==> src/safe_path_checker_top_defines.svh <==
// Assertion macros for the safe path checker.
// Included by safe_path_checker_top.sv; expects a clock and reset in scope.
`ifndef SAFE_PATH_CHECKER_TOP_DEFINES_SVH
`define SAFE_PATH_CHECKER_TOP_DEFINES_SVH

// same-cycle implication
`define SPC_ASSERT_NOW(lbl, pre, post) \
   lbl: assert property (@(posedge clock) disable iff (reset) (pre) |-> (post)) \
      else $error("safe path checker assertion failed");

// next-cycle implication
`define SPC_ASSERT_NEXT(lbl, pre, post) \
   lbl: assert property (@(posedge clock) disable iff (reset) (pre) |=> (post)) \
      else $error("safe path checker assertion failed");

`endif

==> src/spc_pkg.sv <==
// Shared types and constants for the safe path checker.
// No dependencies; imported by spc_step and safe_path_checker_top.
`timescale 1ns / 1ps
`default_nettype none

package spc_pkg;

   localparam logic [7:0]  CHAR_NUL   = 8'h00;
   localparam logic [7:0]  CHAR_SLASH = 8'h2F;
   localparam logic [7:0]  CHAR_DOT   = 8'h2E;

   localparam logic [12:0] POS_SAT          = 13'd8191;
   localparam logic [12:0] PATH_MAX_RESET   = 13'd1024;
   localparam logic [7:0]  NAME_MAX_RESET   = 8'd255;

   localparam logic [2:0]  ADDR_PATH_MAX = 3'd0;
   localparam logic [2:0]  ADDR_NAME_MAX = 3'd4;

   // verdict reasons
   localparam logic [3:0]  REASON_OK          = 4'd0;
   localparam logic [3:0]  REASON_LEAD_SLASH  = 4'd1;
   localparam logic [3:0]  REASON_NAME_LONG   = 4'd2;
   localparam logic [3:0]  REASON_BAD_UTF8    = 4'd3;
   localparam logic [3:0]  REASON_DOT_SLASH   = 4'd4;
   localparam logic [3:0]  REASON_END_DOT     = 4'd5;
   localparam logic [3:0]  REASON_START_DOT   = 4'd6;
   localparam logic [3:0]  REASON_BAD_CHAR    = 4'd7;
   localparam logic [3:0]  REASON_PATH_LONG   = 4'd8;

   // allowed range of the next continuation byte
   localparam logic [2:0]  LIM_80_BF = 3'd0;
   localparam logic [2:0]  LIM_A0_BF = 3'd1;
   localparam logic [2:0]  LIM_80_9F = 3'd2;
   localparam logic [2:0]  LIM_90_BF = 3'd3;
   localparam logic [2:0]  LIM_80_8F = 3'd4;

   typedef struct packed {
      logic [12:0] byte_position;
      logic [8:0]  name_length;
      logic        after_dot;
      logic [1:0]  utf8_left;
      logic [2:0]  utf8_lim;
      logic        failed;
      logic [3:0]  first_reason;
   } spc_state_type;

   typedef struct packed {
      logic       emit;
      logic       safe;
      logic [3:0] reason;
   } spc_verdict_type;

endpackage

`default_nettype wire

==> src/spc_step.sv <==
// Per-word next-state logic of the safe path checker.
// Depends on spc_pkg.
`timescale 1ns / 1ps
`default_nettype none

module spc_step import spc_pkg::*; (
   input  spc_state_type   state_cur,
   input  logic [7:0]      byte_in,
   input  logic [12:0]     path_max,
   input  logic [7:0]      name_max,
   output spc_state_type   state_nxt,
   output spc_verdict_type verdict
);

   logic [12:0] pos_inc;
   logic [7:0]  lo;
   logic [7:0]  hi;
   logic        fail_hit;
   logic [3:0]  fail_why;
   spc_state_type nxt;

   assign pos_inc = (state_cur.byte_position == POS_SAT) ?
                    state_cur.byte_position : state_cur.byte_position + 13'd1;

   always_comb begin
      lo = 8'h80;
      hi = 8'hBF;
      case (state_cur.utf8_lim)
         LIM_A0_BF: lo = 8'hA0;
         LIM_80_9F: hi = 8'h9F;
         LIM_90_BF: lo = 8'h90;
         LIM_80_8F: hi = 8'h8F;
         default: ;
      endcase
   end

   always_comb begin
      nxt      = state_cur;
      fail_hit = 1'b0;
      fail_why = REASON_OK;
      if (!state_cur.failed) begin
         if (state_cur.utf8_left != 2'd0) begin
            if (byte_in < lo || byte_in > hi) begin
               fail_hit = 1'b1;
               fail_why = REASON_BAD_UTF8;
            end else begin
               nxt.utf8_left     = state_cur.utf8_left - 2'd1;
               nxt.utf8_lim      = LIM_80_BF;
               nxt.name_length   = state_cur.name_length + 9'd1;
               nxt.byte_position = pos_inc;
            end
         end else if (state_cur.byte_position == 13'd0 && byte_in == CHAR_SLASH) begin
            fail_hit = 1'b1;
            fail_why = REASON_LEAD_SLASH;
         end else if (state_cur.byte_position >= path_max) begin
            fail_hit = 1'b1;
            fail_why = REASON_PATH_LONG;
         end else if (state_cur.name_length >= {1'b0, name_max}) begin
            fail_hit = 1'b1;
            fail_why = REASON_NAME_LONG;
         end else if (byte_in[7]) begin
            nxt.name_length   = state_cur.name_length + 9'd1;
            nxt.byte_position = pos_inc;
            nxt.utf8_lim      = LIM_80_BF;
            if (byte_in inside {[8'hC2:8'hDF]}) begin
               nxt.utf8_left = 2'd1;
            end else if (byte_in inside {[8'hE0:8'hEF]}) begin
               nxt.utf8_left = 2'd2;
               if (byte_in == 8'hE0) nxt.utf8_lim = LIM_A0_BF;
               else if (byte_in == 8'hED) nxt.utf8_lim = LIM_80_9F;
            end else if (byte_in inside {[8'hF0:8'hF4]}) begin
               nxt.utf8_left = 2'd3;
               if (byte_in == 8'hF0) nxt.utf8_lim = LIM_90_BF;
               else if (byte_in == 8'hF4) nxt.utf8_lim = LIM_80_8F;
            end else begin
               nxt      = state_cur;
               fail_hit = 1'b1;
               fail_why = REASON_BAD_UTF8;
            end
         end else begin
            nxt.byte_position = pos_inc;
            if (byte_in inside {[8'h61:8'h7A], [8'h41:8'h5A], [8'h30:8'h39],
                                8'h5F, 8'h2D, 8'h2B}) begin
               nxt.name_length = state_cur.name_length + 9'd1;
               nxt.after_dot   = 1'b0;
            end else if (byte_in == CHAR_SLASH) begin
               if (state_cur.after_dot) begin
                  fail_hit = 1'b1;
                  fail_why = REASON_DOT_SLASH;
               end else begin
                  nxt.name_length = 9'd0;
               end
            end else if (byte_in == CHAR_NUL) begin
               if (state_cur.after_dot) begin
                  fail_hit = 1'b1;
                  fail_why = REASON_END_DOT;
               end
            end else if (byte_in == CHAR_DOT) begin
               nxt.after_dot = 1'b1;
               if (state_cur.name_length != 9'd0) begin
                  nxt.name_length = state_cur.name_length + 9'd1;
               end else begin
                  fail_hit = 1'b1;
                  fail_why = REASON_START_DOT;
               end
            end else begin
               fail_hit = 1'b1;
               fail_why = REASON_BAD_CHAR;
            end
         end
      end
      if (fail_hit) begin
         nxt.failed       = 1'b1;
         nxt.first_reason = fail_why;
         nxt.utf8_left    = 2'd0;
         nxt.utf8_lim     = LIM_80_BF;
      end
   end

   always_comb begin
      verdict.emit   = (byte_in == CHAR_NUL);
      verdict.safe   = !nxt.failed;
      verdict.reason = nxt.first_reason;
      state_nxt      = (byte_in == CHAR_NUL) ? '0 : nxt;
   end

endmodule

`default_nettype wire

==> src/safe_path_checker_top.sv <==
// Safe path checker top level: handshakes, path state, registers and verdict.
// Depends on spc_pkg, spc_step and safe_path_checker_top_defines.svh.
//
// The checker takes one path byte per word and answers once per path, on the
// word that carries the terminating NUL, with safe and the first failure
// reason. One word is taken every cycle; the verdict appears in the result
// register the cycle after its NUL is taken, and req_ready drops only while
// that register holds a verdict the sink has not taken. The per-byte path
// state is updated by one level of compare and increment logic, which sets
// the clock. path_max sits at address 0 and name_max at address 4; write
// them only while no path is in progress.
`timescale 1ns / 1ps
`default_nettype none

`include "safe_path_checker_top_defines.svh"

module safe_path_checker_top import spc_pkg::*; (
   input  logic        clock,
   input  logic        reset,
   input  logic        req_valid,
   output logic        req_ready,
   input  logic [7:0]  req_byte_in,
   output logic        rsp_valid,
   input  logic        rsp_ready,
   output logic        rsp_safe,
   output logic [3:0]  rsp_reason,
   input  logic        psel,
   input  logic        penable,
   input  logic        pwrite,
   input  logic [2:0]  paddr,
   input  logic [31:0] pwdata,
   output logic [31:0] prdata,
   output logic        pready
);

   spc_state_type   state_ff;
   spc_state_type   state_in;
   spc_verdict_type verdict;
   logic [12:0]     path_max_ff;
   logic [7:0]      name_max_ff;
   logic            rsp_valid_ff;
   logic            rsp_valid_in;
   logic            rsp_safe_ff;
   logic [3:0]      rsp_reason_ff;
   logic            accept;
   logic            cfg_write;

   spc_step u_step (
      .state_cur (state_ff),
      .byte_in   (req_byte_in),
      .path_max  (path_max_ff),
      .name_max  (name_max_ff),
      .state_nxt (state_in),
      .verdict   (verdict)
   );

   assign req_ready    = !rsp_valid_ff || rsp_ready;
   assign accept       = req_valid && req_ready;
   assign rsp_valid_in = (accept && verdict.emit) ? 1'b1 :
                         (rsp_ready ? 1'b0 : rsp_valid_ff);
   assign cfg_write    = psel && penable && pwrite;

   always_ff @(posedge clock) begin
      if (reset) begin
         state_ff     <= '0;
         rsp_valid_ff <= 1'b0;
         path_max_ff  <= PATH_MAX_RESET;
         name_max_ff  <= NAME_MAX_RESET;
      end else begin
         rsp_valid_ff <= rsp_valid_in;
         if (accept) begin
            state_ff <= state_in;
         end
         if (cfg_write) begin
            if (paddr[2]) name_max_ff <= pwdata[7:0];
            else path_max_ff <= pwdata[12:0];
         end
      end
   end

   always_ff @(posedge clock) begin
      if (accept && verdict.emit) begin
         rsp_safe_ff   <= verdict.safe;
         rsp_reason_ff <= verdict.reason;
      end
   end

   assign rsp_valid  = rsp_valid_ff;
   assign rsp_safe   = rsp_safe_ff;
   assign rsp_reason = rsp_reason_ff;
   assign pready     = 1'b1;
   assign prdata     = (paddr[2] == ADDR_NAME_MAX[2]) ? {24'd0, name_max_ff} :
                                                        {19'd0, path_max_ff};

   `SPC_ASSERT_NOW(a_reason_clear, !state_ff.failed, state_ff.first_reason == REASON_OK)
   `SPC_ASSERT_NOW(a_utf8_not_failed, state_ff.utf8_left != 2'd0, !state_ff.failed)
   `SPC_ASSERT_NOW(a_lim_in_char, state_ff.utf8_lim != LIM_80_BF, state_ff.utf8_left != 2'd0)
   `SPC_ASSERT_NEXT(a_nul_gives_verdict, accept && req_byte_in == CHAR_NUL, rsp_valid_ff)
   `SPC_ASSERT_NOW(a_verdict_match, rsp_valid_ff, rsp_safe_ff == (rsp_reason_ff == REASON_OK))

endmodule

`default_nettype wire
==> config.mk <==
export PLATFORM = sky130hd
export DESIGN_NAME = safe_path_checker_top
export DESIGN_NICKNAME = d
export VERILOG_FILES = /design/src/spc_pkg.sv /design/src/spc_step.sv /design/src/safe_path_checker_top.sv
export VERILOG_INCLUDE_DIRS = /design/src /design/src/src
export SDC_FILE = /design/constraint.sdc
export NUM_CORES = 1
export LEC_CHECK = 0
export BUFFER_PORTS_ARGS = -buffer_cell sky130_fd_sc_hd__buf_2
export CAP_MARGIN = 40
export CORE_ASPECT_RATIO = 0.9
export CORE_MARGIN = 5
export CORE_UTILIZATION = 25
export CTS_BUF_LIST = sky130_fd_sc_hd__clkbuf_8 sky130_fd_sc_hd__clkbuf_16
export CTS_CLUSTER_DIAMETER = 80
export DETAILED_ROUTE_END_ITERATION = 10
export GPL_ROUTABILITY_DRIVEN = 0
export SLEW_MARGIN = 20
export SYNTH_ARGS = -nofsm -noshare
export SYNTH_HDL_FRONTEND = slang
export SYNTH_SLANG_ARGS = --single-unit
==> constraint.sdc <==
create_clock -name clock -period 3.05 [get_ports clock]
set_input_delay 0.61 -clock clock [delete_from_list [all_inputs] [get_ports clock]]
set_output_delay 0.61 -clock clock [all_outputs]
set_load 0.005 [all_outputs]
==> impl_metrics.ini, run 1 <==
[run_status]
run_status = finished, final reports clean

[clock_tree]
cts-root-buf = clkbuf_16
cts_tree = yes
clk_pin_slew_ns = 0.06
cts_buffers = 9
hold_buffers = 0
insertion_delay_ns = 0.33
cts_num_sinks = 60
htreeDepth = 3
cts_setup_buffers = 0
clock_path_buffers = 2

[floorplan]
die-area_sq_mm = 0.0190
floorplan.initialDensity_pct = 25.4
die_y_microns = 131
core_area_sq_mm = 0.0161
ioPinCount = 90
die_w_microns = 145
fp-row-count = 44

[global_route]
antenna_found_initial = 0
grt_pass1_vias = 3653
grt_max_degree = 28
grt_usage_pct = 11.6
grt_pass1_wl_mm = 18.3
grt_overflow = 0

[logic_synthesis]
synth.cell_area_sq_mm = 0.00408
synthArstFlopShare_pct = 0
synth_area_leaders = dfxtp_1, ha_1, nand2_1
synth_edf_count = 5
avgSynthCellArea_sq_um = 7.64
synthFlopType = dfxtp_1
yosysWarnings = 0
yosysMostFrequentCell = nand2_1
ys_ff_latch = 60
synthTopCellsByCount = nand2_1, dfxtp_1, a21oi_1, nor2_1, inv_1
yosysTopAreaCell = dfxtp_1
synth_cell_type_count = 68
syn_inst = 534
seq_area_frac_synth_pct = 30.7
synth_top_area_share_pct = 27.0

[timing]
slew_viol_final = 0
layout_min_cycle_time_ns = 2.83
clock_skew_ns = 0.0110
fin_crit_sh_pct = 92.8
tightest_slew_ns = 0.621
relSlewSlack_pct = 58.6
setup_viol = 0
timing.final.ws_setup_ns = 0.219
finalHoldViolations = 0
setup-tns-final_ns = 0
max_freq_mhz = 353
rsz0062_at_grt = false

[detailed_routing]
wire_per_inst_microns = 13.7
drt-total-wl_mm = 11.1
drc = 0
top_layer = met4
vias_per_cell = 4.85
drt_iter0_drc = 184
ant_nets = 0
vias = 3932
met1_length_mm = 5.34
dr_wl_met3_microns = 516
route.met2.wl_mm = 5.09
first_pass_iters = 5

[setup_path]
cp_data_required_time_ns = 3.31
max_stage_delay_ns = 0.42
critPathMaxFanout = 5
critPathKind = reg -> reg
path_cells = inv_1 > ha_1 > and3_1 > a221o_1 > a21oi_2 > nand4_1 > o21bai_1 > nand2_1 > or3_1 > a21oi_1
crit_path_start_kind = flip-flop
endpoint_kind = flip-flop
worst_path_max_delay_cell = o21bai_1
crit_arrival_ns = 3.09
r2r_slack_ns = 0.22

[cells_and_area]
multi_input_area_sq_mm = 0.00251
final-seq-area_sq_mm = 0.00125
drive_gt1_share_pct = 18.4
layout.nets = 676
diodes = 0
syn2layout_area_growth_pct = 22.3
instances_no_fill = 810
fillers = 1750

[place]
dp.cells = 794
dpl.hpwl_mm = 8.21
port_buffers = 48
dp_worst_setup_slack_ns = -0.0471

[flow_run]
drv_cap = 0

[power_and_ir_drop]
max-vdd-ir-drop_uv = 270
power_density_mw_per_mm2 = 471
power_leakage_nw = 2.13

[min_path]
hp-class = reg -> reg
-- registers in the layout, summed over array words and instances, names as in the netlist --
signal,cells
state_ff,33
path_max_ff,13
name_max_ff,8
rsp_reason,4
rsp_safe,1
rsp_valid,1
-- path summary, 6_finish.rpt --
kind,from,to,cells past startpoint
max,path_max_ff[7],state_ff[29],10
min,path_max_ff[9],path_max_ff[9],2
max reg2reg,path_max_ff[7],state_ff[29],10
min reg2reg,path_max_ff[9],path_max_ff[9],2
-- cell usage in the layout (no fill, tap or decap), drive strengths merged, types with 3 or more instances in the layout --
| cell | n |
|---|---|
| dfxtp | 55 |
| a21o | 4 |
| ha | 28 |
| nand3 | 14 |
| and4 | 3 |
| o211ai | 12 |
| mux2 | 4 |
| o31ai | 9 |
| buf | 82 |
| nor2b | 4 |
| clkbuf | 12 |
| and2 | 3 |
| o21ai | 33 |
| nor3 | 16 |
| nand2 | 66 |
| nand3b | 7 |
| nand2b | 4 |
| o2bb2ai | 3 |
| and3 | 14 |
| nand4 | 11 |
| or3 | 7 |
| conb | 20 |
| edfxtp | 5 |
| a31oi | 3 |
| nor4b | 6 |
| nor4 | 5 |
| a21oi | 48 |
| inv | 33 |
| o221ai | 3 |
| nor2 | 47 |
-- cell families after synthesis --
| group | Yosys count | synth area share (%) |
|---|---|---|
| xor gates and xnor gates | 2 | 0.429 |
| muxes | 4 | 1.10 |
| other | 2 | 0.184 |
| adders and majority gates | 28 | 8.59 |
| DFF | 60 | 30.7 |
| AOI/OAI and AO/OA | 138 | 21.7 |
| buffers and inverters | 80 | 9.54 |
| and+or+nand+nor | 220 | 27.8 |
-- area by class of cell --
| type | instances | share of cell area (%) |
|---|---|---|
| clock buffers | 12 | 5.57 |
| well taps | 207 | 5.19 |
| multi-input cells | 412 | 50.4 |
| clock inverters | 4 | 1.38 |
| flip-flops and latches | 60 | 25.1 |
| inverters | 33 | 2.48 |
| repair buffers | 82 | 9.93 |
-- per-stage QoR --
stage               hold WS [ns]  power, W  area, sq um  util (%)
global placement           0.442   0.00118         4640      28.9
detailed placement         0.447   0.00118         4640      28.9
CTS                        0.454   0.00237         4990      31.0
global route               0.474   0.00245         4990      31.0
floorplan                  0.436   0.00108         4150         -
finish                     0.452   0.00235         4990      31.0
-- power breakdown --
| part | total, W | internal (W) | switching, W |
|---|---|---|---|
| logic | 0.000338 | 0.000137 | 0.000201 |
| clock network | 0.00118 | 0.000805 | 0.000373 |
| registers | 0.000832 | 0.000816 | 0.0000160 |
-- metal layers --
layer | vias to the layer above | global-route usage (%)
met2 | 87 | 18.3
met5 | - | 0
met1 | 1808 | 16.0
li1 | 2018 | -
met3 | 19 | 2.62
met4 | 0 | 2.85
-- critical path: cells and delay by family (launching register included) --
kind,cells,cell delay (ns)
compound gates,4,1.14
simple gates,4,0.94
flops,1,0.32
fa+ha+maj,1,0.28
buf+inv,1,0.07
-- what timing repair did --
action | CTS | global route
resized for setup | 0 | 1
setup endpoints to repair | 0 | 5
hold endpoints to repair | 0 | 0
No activity file was read; power rests on OpenSTA's default activity.
==> run 2, diff against run 1 <==
clock period = 2.74 ns   (was 3.05 ns; I/O delays follow)
==> run 2 against run 1 <==
  * Cell count increased by 5.1%
  * Worst hold slack got worse by 0.012 ns
  * Total power increased by 9.6%
  * Register-to-register slack got worse by 0.16 ns
  * Sequential share of layout area decreased by 2.2 points
  * Global-route usage increased by 0.49 points
  * Non-clock buffer count increased by 41
  * Critical path depth increased by 4
  * Clock skew decreased by 0.0040 ns
  * Sequential power increased by 11%
  * Final area increased by 10%
  * Largest power group unchanged
==> impl_metrics.ini, run 2 (synthesis results as in run 1) <==
[timing]
rsz0062_at_grt = true
tightest_slew_ns = 0.531
fin_hold_ws_ns = 0.441
clock_skew_ns = 0.00697
layout_min_cycle_time_ns = 2.68
max_freq_mhz = 374
relSlewSlack_pct = 64.6
fin_crit_sh_pct = 97.7
setup_viol = 0
slew_viol_final = 0
finalHoldViolations = 0

[detailed_routing]
drc = 0
first_pass_iters = 5
vias = 4110
vias_per_cell = 4.83
wire_per_inst_microns = 13.6
drt-total-wl_mm = 11.6
drt_iter0_drc = 237
ant_nets = 0

[floorplan]
die_w_microns = 145
die_y_microns = 131
core_area_sq_mm = 0.0161
die-area_sq_mm = 0.0190
fp-row-count = 44
ioPinCount = 90
floorplan.initialDensity_pct = 25.4

[setup_path]
critPathTopFamily = compound AO/OA/AOI/OAI gates
crit_start = path_max_ff[8]
crit_path_frequent_cell = buf_6
crit_arrival_ns = 2.90
critPathKind = reg -> reg
endpoint_kind = flip-flop
timing.rr.start = path_max_ff[8]
critPathBufInv = 5
max_stage_delay_ns = 0.32
cp_data_required_time_ns = 2.96
worst_path_max_delay_cell = dfxtp_2
path_cells = inv_2 > ha_4 > and3_4 > a221o_1 > a21oi_2 > buf_4 > nand4_1 > buf_6 > buf_6 > o31ai_4 > a21o_1 > buf_6 > nor4_2 > a31o_1
critPathMaxFanout = 7
crit_path_start_kind = flip-flop

[flow_run]
drv_cap = 0

[min_path]
hp-class = in -> reg
hold_start = pwdata[10]

[clock_tree]
cts_buffers = 9
htreeDepth = 3
cts_tree = yes
insertion_delay_ns = 0.33
hold_buffers = 0
clock_path_buffers = 2
cts_num_sinks = 60
cts-root-buf = clkbuf_16
clk_pin_slew_ns = 0.06

[global_route]
grt_max_degree = 23
antenna_found_initial = 0
grt_usage_pct = 12.1
grt_pass1_wl_mm = 19.0
grt_pass1_vias = 3802
grt_overflow = 0

[cells_and_area]
most-common-layout-cells = buf_4, nand2_1, dfxtp_1, buf_2, nor2_1
layout.nets = 717
final_common_cell = buf_4
syn2layout_area_growth_pct = 34.5
drive_gt1_share_pct = 28.4
regMostFlops = state_ff
largest_reg_flops = 33
diodes = 0
largestRegisters = state_ff (33), path_max_ff (13), name_max_ff (8)
final_util_pct = 34.1

[power_and_ir_drop]
power_leakage_nw = 2.36
power_density_mw_per_mm2 = 469
max-vdd-ir-drop_uv = 321

[place]
port_buffers = 48
dpl.hpwl_mm = 8.53

[run_status]
run_status = finished, final reports clean
[run 2: cell count changes in the layout (fill, tap and decap cells not counted), sizes merged]
cell,before,now
clkinvlp,0,2
buf,82,123
bufinv,2,0
[run 2: repair_timing]
action / 4_1_cts / 5_1_grt
endpoints found under the setup margin: 6 / 32
gates resized for setup: 7 / 36
pin swaps: 1 / 9
buffers inserted: 4 / 6
endpoints found under the hold margin: 0 / 0
[run 2: power breakdown]
group          internal [W]  total [W]  switching, W  leakage, nW
Combinational      0.000215   0.000474      0.000258         1.71
Sequential         0.000909   0.000927     0.0000185        0.494
Clock              0.000746    0.00117      0.000427        0.151
[run 2: worst paths after layout]
path                            depth (start not counted)  slack, ns              end
worst max register to register                         14       0.06      state_ff[6]
worst min-delay path                                    3       0.44  path_max_ff[10]
worst max-delay path                                   14       0.06      state_ff[6]
worst min register to register                          2       0.45   path_max_ff[1]
[run 2: layer usage]
metal	global-route usage [%]	share of wire (%)	vias up
met5	0	0	-
li1	-	-	2102
met3	2.14	4.3	13
met4	4.15	1.3	0
met2	19.2	47	85
met1	16.5	47	1910
[run 2: metrics by stage]
stage	area (sq um)	instances	TNS [ns]	worst slack (ns)	power [W]
after global placement	4890	825	-3.63	-0.262	0.00135
after detailed placement	4890	825	-3.44	-0.233	0.00136
after CTS	5270	845	0	0.00735	0.00255
final	5490	851	0	0.0627	0.00257
after floorplan	4170	552	-0.111	-0.0384	0.00120
after global routing	5490	851	-0.455	-0.0510	0.00269
[run 2: layout make-up]
| type | count | area [sq um] |
|---|---|---|
| clock inverters | 4 | 26.3 |
| fillers | 1701 | 10600 |
| inverters | 33 | 126 |
| multi-input cells | 412 | 2700 |
| clock buffers | 12 | 289 |
| flip-flops and latches | 60 | 1260 |
| well taps | 207 | 259 |
| repair buffers | 123 | 826 |
[run 2: worst reg2reg max path: cells and delay by family, from the launching register on]
kind | cells | cell delay (ns)
DFF | 1 | 0.32
buffers and inverters | 5 | 0.65
and+or+nand+nor | 3 | 0.39
adders and majority gates | 1 | 0.20
AOI/OAI and AO/OA | 5 | 1.03
